### config.mk
export PLATFORM = sky130hd
export DESIGN_NAME = aoc_ram
export DESIGN_NICKNAME = d
export VERILOG_FILES = /design/src/rtl/aoc_ram.sv
export SDC_FILE = /design/constraint.sdc
export NUM_CORES = 1
export LEC_CHECK = 0
export BUFFER_PORTS_ARGS = -buffer_cell sky130_fd_sc_hd__buf_2
export CAP_MARGIN = 20
export CORE_ASPECT_RATIO = 0.6
export CORE_MARGIN = 10
export CORE_UTILIZATION = 50
export CTS_CLUSTER_DIAMETER = 80
export DETAILED_ROUTE_END_ITERATION = 7
export PLACE_DENSITY_LB_ADDON = 0.2
export SYNTH_ARGS = -nofsm -noshare
export SYNTH_HDL_FRONTEND = slang
export SYNTH_SLANG_ARGS = --single-unit
### constraint.sdc
create_clock -name clk -period 6.9 [get_ports clk]
set_input_delay 0 -clock clk [delete_from_list [all_inputs] [get_ports clk]]
set_output_delay 0 -clock clk [all_outputs]
set_load 0.1 [all_outputs]
### src/rtl/aoc_ram.sv
// ----------------------------------------------------------------------------
// aoc_ram: generic simple dual-port RAM
// One write port, one read port, registered read data.
// ----------------------------------------------------------------------------
`default_nettype none

module aoc_ram #(
  parameter int WIDTH = 32,
  parameter int DEPTH = 16
) (
  input  wire logic                     clk,
  input  wire logic                     we,
  input  wire logic [$clog2(DEPTH)-1:0] waddr,
  input  wire logic [WIDTH-1:0]         wdata,
  input  wire logic [$clog2(DEPTH)-1:0] raddr,
  output logic      [WIDTH-1:0]         rdata
);

  logic [WIDTH-1:0] mem [DEPTH];

  always_ff @(posedge clk) begin
    if (we) begin
      mem[waddr] <= wdata;
    end
    rdata <= mem[raddr];
  end

endmodule

`default_nettype wire

==> flow_metrics.py, run 1 <==
metrics = {
    "run_status": {
        "run_status": "complete, no violations",
    },
    "route": {
        "detail-route-antenna-nets": 0,
        "num_vias": 8914,
        "drt-initial-drc-count": 1007,
        "detail_route.wirelength_um": 41100,
        "routedWlPerCell_um": 26.8,
        "via_per_inst": 5.81,
        "drt_pass1_iterations": 5,
        "drc_errors_left": 0,
    },
    "logic_synthesis": {
        "yosysWarnings": 0,
        "synthArstFlopShare": 0,
        "mappedNetlistNets": 880,
        "synth_seq_cells": 544,
        "synth_ff_type": "sky130_fd_sc_hd__edfxtp_1",
        "netlist.top_cell.by_area": "sky130_fd_sc_hd__edfxtp_1",
        "post_synth_main_area_contributors": "sky130_fd_sc_hd__edfxtp_1, sky130_fd_sc_hd__mux4_2, sky130_fd_sc_hd__dfxtp_1",
        "synth_cell_type_count": 18,
        "netlist_area_um2": 19900,
        "synth.most_common_cell": "sky130_fd_sc_hd__edfxtp_1",
        "synth_largest_type_area_fraction": 0.774,
        "ys_seq_area_frac": 0.807,
        "postSynthCellCount": 838,
        "synth.avg_cell_area_um2": 23.7,
        "synth_enable_flop_cells": 512,
        "yosys-top-cells-count": "sky130_fd_sc_hd__edfxtp_1, sky130_fd_sc_hd__mux4_2, sky130_fd_sc_hd__a22oi_1, sky130_fd_sc_hd__nand2_1, sky130_fd_sc_hd__dfxtp_1",
    },
    "sta": {
        "clock-skew-final_ns": 0.00784,
        "timing_worst_slew_pin_value_ns": 1.08,
        "finalCriticalPeriod_ns": 2.16,
        "finalHoldWorstSlack_ns": 0.0846,
        "setup_violating_endpoint_count_in_the_final_report": 0,
        "finalHoldViolCount": 0,
        "finalCritPeriodShare": 0.313,
        "slew_viol_final": 0,
        "maxSlewHeadroom": 0.277,
        "unrepaired_setup_endpoints_after_global_routing": "no",
        "setup-tns-final_ns": 0,
        "timing.fmax_ghz": 0.463,
    },
    "floorplanning": {
        "floorplan.rows": 56,
        "floorplan.die_area_um2": 48300,
        "floorplan.core_area_um2": 39100,
        "top_level_ports": 74,
        "floorplan.initialDensity": 0.508,
        "floorplan.die.width_um": 277,
        "die_h_um": 174,
    },
    "global_route": {
        "groute.usage.overall": 0.173,
        "grt-ovfl-total": 0,
        "grtUsageMet2": 0.272,
        "first_global_vias": 9500,
        "grt.met3_usage": 0.0363,
        "grt_busiest_layer": "met2",
        "grt_antenna_before_repair": 0,
        "globalRouteMet1Util": 0.248,
        "largest_net_degree_at_the_start_of_global_routing": 80,
        "grt_first_pass_wirelength_um": 63100,
    },
    "clocking": {
        "cts_buffers": 48,
        "largest_buffer_count_on_any_clock_path": 3,
        "clkLatencyLatePin_ns": 0.55,
        "cts-hold-fix-buffers": 34,
        "numClockSinks": 544,
        "cts-htree-levels": 2,
        "cts_setup_buffers": 0,
        "clock-root-buffer": "sky130_fd_sc_hd__clkbuf_16",
        "clkTransAtPathRegs_ns": 0.06,
        "cts_tree": "done",
        "post_cts_resize_count": 0,
    },
    "setup_path": {
        "worst_path_largest_cell_delay_ns": 0.90,
        "worst-setup-path-type": "in2reg",
        "critical-path-slowest-cell": "sky130_fd_sc_hd__buf_4",
        "cp_max_fo": 79,
        "setup.worst_path.end_class": "flip-flop",
        "timing.critical_path.required_ns": 7.34,
        "reg2reg_slack_ns": 5.54,
        "cell_by_cell_listing_of_the_critical_path": "clkbuf_8 -> buf_4 -> mux4_2 -> a22oi_1 -> nand2_1",
        "timing.critical_path.arrival_ns": 2.59,
        "critPathLaunchType": "input port",
    },
    "layout": {
        "post_route_cells_drive_above_1_share": 0.303,
        "finalNetCount": 1016,
        "area_growth_syn_to_layout_pct": 15.1,
        "fill_count": 2798,
        "antenna_cells": 0,
    },
    "min_path": {
        "worst_hold_path_type": "in2reg",
    },
    "job": {
        "maxCapViolations": 0,
    },
    "power_and_ir_drop": {
        "total_leakage_power_uw": 0.00734,
        "pwr_dens_nw_per_um2": 300,
        "irDropWorstVdd_uv": 219,
    },
    "place": {
        "place.gp.congestion": 0.694,
        "buffer_ports.inserted": 73,
        "place_hpwl_um": 20200,
    },
}
## path summary, 6_finish.rpt
kind,startpoint,end,cells past startpoint
max reg2reg,mem[11][31],rdata[31],3
min reg2reg,mem[15][30],rdata[30],3
min,waddr[0],mem[12][14],3
max,raddr[0],rdata[3],5
## where the power goes
part | switching (µW) | leakage (µW) | internal, µW
Sequential | 20.2 | 0.00489 | 3690
Combinational | 345 | 0.00169 | 142
Clock | 1130 | 0.000757 | 1540
## placed cells by master (no fill, tap or decap), drive strengths merged
cell type,count
a22oi,64
and2,1
buf,94
bufinv,6
clkbuf,62
clkinv,19
clkinvlp,1
dfxtp,32
dlygate4sd3,34
edfxtp,512
inv,1
mux4,128
nand2,33
nand2b,2
nand3,1
nand3b,2
nor2,13
nor2b,2
nor3,4
or3b,1
## metrics by stage
stage	instance area [µm²]	total power (µW)	utilization	std cells	setup slack (ns)
finish	22900	6870	0.585	1534	4.74
global route	22900	7100	0.585	1534	4.40
CTS	22900	6930	0.585	1534	4.60
detailed placement	21000	4260	0.536	1412	4.02
global placement	21000	4260	0.536	1412	4.06
floorplan	19900	4120	-	838	3.72
## sequential cells by signal, indices dropped and copies added, names as in the netlist
signal / count
mem: 512
rdata: 32
## layout make-up
type | count | area, µm² | area share
repair buffers | 129 | 886 | 0.0387
clock inverters | 27 | 277 | 0.0121
flip-flops and latches | 544 | 16000 | 0.701
well taps | 522 | 653 | 0.0286
multi-input cells | 251 | 3750 | 0.164
clock buffers | 61 | 1280 | 0.0560
## layer usage
metal / share of wire / vias up
met5: 0 / -
met4: 0.016 / 0
met3: 0.071 / 58
met2: 0.47 / 315
met1: 0.44 / 4696
li1: - / 3845
## worst max-delay path: cells and delay by family
kind	cells	cell delay, ns
AOI/OAI and AO/OA	1	0.22
buffers and inverters	2	1.63
muxes	1	0.61
and+or+nand+nor	1	0.08
## cell families after synthesis
family | Yosys count | synth area share
flops | 544 | 0.807
mux | 128 | 0.145
compound gates | 64 | 0.0242
simple gates | 59 | 0.0127
buf+inv | 43 | 0.0112
Power figures use the tool's default switching activity.
==> run 2: changes to the inputs <==
ABC_AREA = 1   (was unset)
clock period = 1.8 ns   (was 6.9 ns; I/O delays follow)
==> flow_metrics.py, run 2 <==
metrics = {
    "run_status": {
        "run_status": "complete, no violations",
    },
    "global_route": {
        "grt_first_pass_wirelength_um": 82700,
        "first_global_vias": 14111,
        "grt-ovfl-total": 0,
        "groute.usage.overall": 0.197,
        "largest_net_degree_at_the_start_of_global_routing": 129,
        "grt_antenna_before_repair": 1,
    },
    "floorplanning": {
        "die_h_um": 185,
        "floorplan.rows": 60,
        "floorplan.initialDensity": 0.506,
        "floorplan.die.width_um": 295,
        "top_level_ports": 74,
        "floorplan.core_area_um2": 44900,
        "floorplan.die_area_um2": 54700,
    },
    "logic_synthesis": {
        "synthArstFlopShare": 0,
        "synth_enable_flop_cells": 512,
        "synth_ff_type": "sky130_fd_sc_hd__edfxtp_1",
        "synth-adder-area-share": 0,
        "synth.area.mux_share": 0,
        "synth.most_common_cell": "sky130_fd_sc_hd__nand2_1",
        "synth_seq_cells": 544,
        "synth-xor-area-share": 0,
        "mappedNetlistNets": 2162,
        "synth_compound_gate_area_share": 0,
        "synth_cell_type_count": 15,
        "yosysWarnings": 0,
        "postSynthCellCount": 2120,
        "synth_top_family_by_area": "simple AND/OR/NAND/NOR gates",
        "synth-simple-area-share": 0.200,
        "netlist_area_um2": 22700,
        "ys_seq_area_frac": 0.705,
        "netlist.top_cell.by_area": "sky130_fd_sc_hd__edfxtp_1",
        "post_synth_main_area_contributors": "sky130_fd_sc_hd__edfxtp_1, sky130_fd_sc_hd__nand2_1, sky130_fd_sc_hd__nand3_1",
        "synth.avg_cell_area_um2": 10.7,
        "synth_largest_type_area_fraction": 0.676,
        "yosys-top-cells-count": "sky130_fd_sc_hd__nand2_1, sky130_fd_sc_hd__edfxtp_1, sky130_fd_sc_hd__inv_1, sky130_fd_sc_hd__nand3_1, sky130_fd_sc_hd__buf_2",
    },
    "route": {
        "num_vias": 14538,
        "detail-route-antenna-nets": 0,
        "drc_errors_left": 0,
        "via_per_inst": 5.09,
        "detail_route.wirelength_um": 53600,
        "drt_pass1_iterations": 5,
        "routedWlPerCell_um": 18.8,
        "drt-initial-drc-count": 1187,
    },
    "sta": {
        "timing.fmax_ghz": 0.688,
        "clock-skew-final_ns": 0.0138,
        "maxSlewHeadroom": 0.496,
        "finalCritPeriodShare": 0.808,
        "setup_violating_endpoint_count_in_the_final_report": 0,
        "unrepaired_setup_endpoints_after_global_routing": "no",
        "finalHoldViolCount": 0,
        "finalCriticalPeriod_ns": 1.45,
        "timing_worst_slew_pin_value_ns": 0.756,
        "slew_viol_final": 0,
    },
    "clocking": {
        "clock-root-buffer": "sky130_fd_sc_hd__clkbuf_16",
        "cts_tree": "done",
        "cts_buffers": 50,
        "largest_buffer_count_on_any_clock_path": 3,
        "cts_setup_buffers": 0,
        "post_cts_resize_count": 0,
        "clkLatencyLatePin_ns": 0.57,
        "numClockSinks": 544,
        "cts-hold-fix-buffers": 34,
        "cts-htree-levels": 2,
        "clkTransAtPathRegs_ns": 0.06,
    },
    "power_and_ir_drop": {
        "p_total_uw": 27100,
        "total_leakage_power_uw": 0.0110,
        "pwr_dens_nw_per_um2": 1050,
        "irDropWorstVdd_uv": 886,
    },
    "layout": {
        "final_common_cell": "sky130_fd_sc_hd__nand2_1",
        "finalNetCount": 2267,
        "layout.cells.most_common_list": "sky130_fd_sc_hd__nand2_1, sky130_fd_sc_hd__edfxtp_1, sky130_fd_sc_hd__inv_1",
        "register_area_um2": 16000,
        "largest_reg_flops": 512,
        "postLayoutCellArea_um2": 25800,
        "regMostFlops": "mem",
        "multi_input_comb_area_um2": 4670,
        "post_route_cells_drive_above_1_share": 0.0958,
        "layout_top_registers": "mem x512, rdata x32",
        "area_growth_syn_to_layout_pct": 13.7,
        "fill_count": 3759,
    },
    "job": {
        "maxCapViolations": 0,
    },
    "setup_path": {
        "cell_by_cell_listing_of_the_critical_path": "buf_2",
        "timing.critical_path.required_ns": 1.80,
        "timing.critical_path.arrival_ns": 1.45,
        "setup.worst_path.end_class": "output port",
        "worst_path_largest_cell_delay_ns": 0.46,
        "crit_buf_inv": 1,
        "critPathLaunchType": "flip-flop",
        "critical-path-slowest-cell": "sky130_fd_sc_hd__buf_2",
        "cpLargestDelayFamily": "buffers and inverters",
        "worst-setup-path-type": "reg2out",
        "cp_max_fo": 1,
    },
    "place": {
        "place_hpwl_um": 29400,
        "place.gp.congestion": 0.802,
        "postPlaceCellArea_um2": 23900,
        "buffer_ports.inserted": 73,
    },
    "min_path": {
        "worst_hold_path_type": "in2reg",
    },
}
-- run 2: cell types whose count changed after synthesis, moves of 4 or more --
cell,previous run,this run
sky130_fd_sc_hd__buf_4,11,6
sky130_fd_sc_hd__nand2_1,33,677
sky130_fd_sc_hd__inv_1,0,388
sky130_fd_sc_hd__a22oi_1,64,0
sky130_fd_sc_hd__buf_6,2,29
sky130_fd_sc_hd__nor3_1,4,0
sky130_fd_sc_hd__mux4_2,128,0
sky130_fd_sc_hd__buf_1,9,14
sky130_fd_sc_hd__buf_2,4,41
sky130_fd_sc_hd__nor2_1,13,17
sky130_fd_sc_hd__nand3_1,1,385
-- run 2: worst reg2reg max path, cell delays in order, from the launching register on --
cell and delay, ns:
sky130_fd_sc_hd__edfxtp_1 0.36, sky130_fd_sc_hd__inv_1 0.06, sky130_fd_sc_hd__nand2_1 0.04, sky130_fd_sc_hd__nand3_1 0.11
sky130_fd_sc_hd__nand3_1 0.11, sky130_fd_sc_hd__nand3_1 0.20, sky130_fd_sc_hd__nand2_1 0.10
-- run 2: power breakdown --
| part | leakage [µW] | switching [µW] | total [µW] | internal [µW] |
|---|---|---|---|---|
| Clock | 0.000796 | 4530 | 10500 | 5960 |
| Combinational | 0.00534 | 1790 | 2330 | 540 |
| Sequential | 0.00490 | 85.0 | 14200 | 14200 |
-- run 2: logic make-up (layout without fill, tap and decap cells) --
kind of cell	after synthesis	after routing
buffers and inverters	495	641
DFF	544	544
other	0	1
and+or+nand+nor	1081	1081
-- run 2: metrics by stage --
step	hold WS [ns]	worst slack (ns)	instances	util	TNS (ns)
after floorplan	0.0989	-0.193	2120	-	-61.55
after global placement	0.387	0.399	2728	0.532	0
after detailed placement	0.389	0.350	2728	0.532	0
after CTS	0.0181	0.294	2855	0.576	0
after global routing	0.0653	0.284	2855	0.576	0
final	0.0426	0.346	2856	0.576	0
-- run 2: path summary, 6_finish.rpt --
| check | slack, ns | cells past startpoint | startpoint | end |
|---|---|---|---|---|
| max | 0.35 | 1 | rdata[20] | rdata[20] |
| min reg2reg | 0.65 | 6 | mem[10][5] | rdata[5] |
| max reg2reg | 0.69 | 6 | mem[15][19] | rdata[19] |
| min | 0.04 | 6 | raddr[1] | rdata[0] |
-- run 2: per-layer routing --
layer	share of wire	up-vias	global-route usage	wire (µm)
met5	0	-	0	0
met2	0.46	415	0.316	24700
met4	0.020	0	0.0514	1090
met1	0.46	6994	0.276	24800
met3	0.056	78	0.0318	3000
li1	-	7051	-	-
-- run 2: area by class of cell --
class / instances / share of cell area
sequential: 544 / 0.620
multi-input combinational: 1081 / 0.181
clock buffer: 76 / 0.0574
inverter: 390 / 0.0570
timing repair buffer: 158 / 0.0517
tap: 589 / 0.0285
clock inverter: 17 / 0.00513
antenna: 1 / 0.0000968
==> run 3: changes to the inputs <==
clock period = 1.27 ns   (was 1.8 ns; I/O delays follow)
==> flow_metrics.py, run 3 (same netlist as run 2, synthesis figures left out) <==
metrics = {
    "setup_path": {
        "regToRegEndpoint": "rdata[16]",
        "critPathLaunchType": "flip-flop",
        "reg2reg_depth": 6,
        "crit_buf_inv": 1,
        "timing.critical_path.arrival_ns": 1.26,
        "worst-setup-path-type": "reg2out",
        "cp_max_fo": 1,
        "setup.worst_path.end_class": "output port",
        "r2r_start": "mem[15][16]",
        "reg2reg_slack_ns": 0.08,
        "cell_by_cell_listing_of_the_critical_path": "buf_8",
        "critical-path-slowest-cell": "sky130_fd_sc_hd__dfxtp_2",
        "cpLargestDelayFamily": "flip-flops",
        "timing.critical_path.required_ns": 1.27,
        "worst_path_largest_cell_delay_ns": 0.43,
    },
    "power_and_ir_drop": {
        "p_total_uw": 39200,
        "total_leakage_power_uw": 0.0115,
        "pwr_dens_nw_per_um2": 1450,
        "irDropWorstVdd_uv": 1070,
    },
    "sta": {
        "timing.fmax_ghz": 0.795,
        "finalHoldViolCount": 0,
        "layout_setup_ws_ns": 0.0128,
        "finalCriticalPeriod_ns": 1.26,
        "maxSlewHeadroom": 0.733,
        "clock-skew-final_ns": 0.0181,
        "setup-tns-final_ns": 0,
        "unrepaired_setup_endpoints_after_global_routing": "no",
        "setup_violating_endpoint_count_in_the_final_report": 0,
        "timing_worst_slew_pin_value_ns": 0.400,
        "finalCritPeriodShare": 0.990,
        "slew_viol_final": 0,
    },
    "route": {
        "drc_errors_left": 0,
        "detail_route.wirelength_um": 57900,
        "num_vias": 15206,
        "via_per_inst": 5.21,
        "detail-route-antenna-nets": 0,
        "routedWlPerCell_um": 19.9,
        "drt_pass1_iterations": 6,
        "drt-initial-drc-count": 1707,
    },
    "layout": {
        "area_growth_syn_to_layout_pct": 18.5,
        "final_cells": 2916,
        "regMostFlops": "mem",
        "antenna_cells": 0,
        "post_route_cells_drive_above_1_share": 0.125,
        "layout.cells.most_common_list": "sky130_fd_sc_hd__nand2_1, sky130_fd_sc_hd__edfxtp_1, sky130_fd_sc_hd__inv_1",
        "layout_top_registers": "mem x512, rdata x32",
        "final_common_cell": "sky130_fd_sc_hd__nand2_1",
        "finalNetCount": 2328,
        "postLayoutCellArea_um2": 26900,
        "largest_reg_flops": 512,
    },
    "clocking": {
        "cts-htree-levels": 2,
        "cts_buffers": 49,
        "clkTransAtPathRegs_ns": 0.07,
        "cts_tree": "done",
        "largest_buffer_count_on_any_clock_path": 3,
        "clock-root-buffer": "sky130_fd_sc_hd__clkbuf_16",
        "clkLatencyLatePin_ns": 0.58,
        "cts_setup_buffers": 0,
        "numClockSinks": 544,
    },
    "job": {
        "maxCapViolations": 0,
    },
    "place": {
        "place.detailed.instances": 2790,
        "postPlaceCellArea_um2": 24800,
        "detailedPlace.worstSlack_ns": -0.0608,
        "buffer_ports.inserted": 73,
        "place.gp.congestion": 0.817,
        "place_hpwl_um": 36000,
    },
    "run_status": {
        "run_status": "complete, no violations",
    },
    "floorplanning": {
        "die_h_um": 185,
        "top_level_ports": 74,
        "floorplan.rows": 60,
        "floorplan.initialDensity": 0.506,
        "floorplan.core_area_um2": 44900,
        "floorplan.die.width_um": 295,
        "floorplan.die_area_um2": 54700,
    },
    "global_route": {
        "largest_net_degree_at_the_start_of_global_routing": 45,
        "grt_first_pass_wirelength_um": 88700,
        "groute.usage.overall": 0.212,
        "grt_antenna_before_repair": 0,
        "grt-ovfl-total": 0,
        "first_global_vias": 14512,
    },
    "min_path": {
        "worst_hold_path_type": "in2reg",
        "timing.hold.worst_path_depth": 6,
        "worst_hold_path.endpoint": "rdata[1]",
        "hp-start": "raddr[1]",
    },
}
==> run 3: cell count changes in the layout (fill, tap and decap cells not counted), moves of 2 or more <==
cell and delta:
sky130_fd_sc_hd__clkinv_1 -2, sky130_fd_sc_hd__clkbuf_1 -8, sky130_fd_sc_hd__buf_4 +47, sky130_fd_sc_hd__clkinv_4 +2
sky130_fd_sc_hd__buf_8 +5, sky130_fd_sc_hd__dfxtp_1 -4, sky130_fd_sc_hd__bufinv_16 +2, sky130_fd_sc_hd__buf_6 +6
sky130_fd_sc_hd__clkbuf_16 -3, sky130_fd_sc_hd__buf_12 +36, sky130_fd_sc_hd__dfxtp_2 +4, sky130_fd_sc_hd__buf_2 -32
sky130_fd_sc_hd__clkinv_2 +6
==> run 3: cell type report <==
cell class / count / area, µm²
sequential: 544 / 16000
inverter: 390 / 1470
timing repair buffer: 220 / 2390
clock buffer: 65 / 1380
multi-input combinational: 1081 / 4670
tap: 589 / 737
fill: 3607 / 18000
clock inverter: 27 / 269
==> run 3: worst max path at each step <==
stage | start | endpoint | slack (ns) | depth (start not counted)
floorplan | waddr[2] | mem[10][0] | -0.26 | 2
global placement | raddr[0] | rdata[3] | -0.05 | 9
finish | rdata[13] | rdata[13] | 0.01 | 1
detailed placement | raddr[0] | rdata[3] | -0.06 | 9
CTS | rdata[10] | rdata[10] | 0.0002 | 1
global route | rdata[3] | rdata[3] | 0.0001 | 1
==> run 3: repair_timing <==
| item | CTS | global route |
|---|---|---|
| hold buffers | 34 | 0 |
| resized for setup | 53 | 5 |
| pin swaps | 0 | 0 |
| setup endpoints to repair | 32 | 5 |
| hold endpoints to repair | 533 | 0 |
==> run 3: per-stage QoR <==
stage,util,hold slack [ns]
4_1_cts,0.600,0.0179
2_1_floorplan,-,0.0989
3_5_place_dp,0.552,0.409
3_3_place_gp,0.552,0.407
5_1_grt,0.600,0.0907
6_report,0.600,0.0476
==> run 3: routing by layer <==
layer / track usage / wire (µm)
met4: 0.0486 / 1100
met5: 0 / 0
met1: 0.328 / 27400
met2: 0.306 / 24100
met3: 0.0386 / 5330
==> run 3: report_power, final <==
group / switching, µW / internal, µW
clock: 6700 / 8510
sequential: 170 / 20100
combinational: 2660 / 1090
total: 9530 / 29700
==> run 3: worst register-to-register path, stage by stage, from the launching register on <==
cell and delay [ns]:
sky130_fd_sc_hd__edfxtp_1 0.37, sky130_fd_sc_hd__inv_1 0.06, sky130_fd_sc_hd__nand2_1 0.04, sky130_fd_sc_hd__nand3_1 0.08, sky130_fd_sc_hd__nand3_1 0.19, sky130_fd_sc_hd__nand3_1 0.25
sky130_fd_sc_hd__nand2_1 0.09
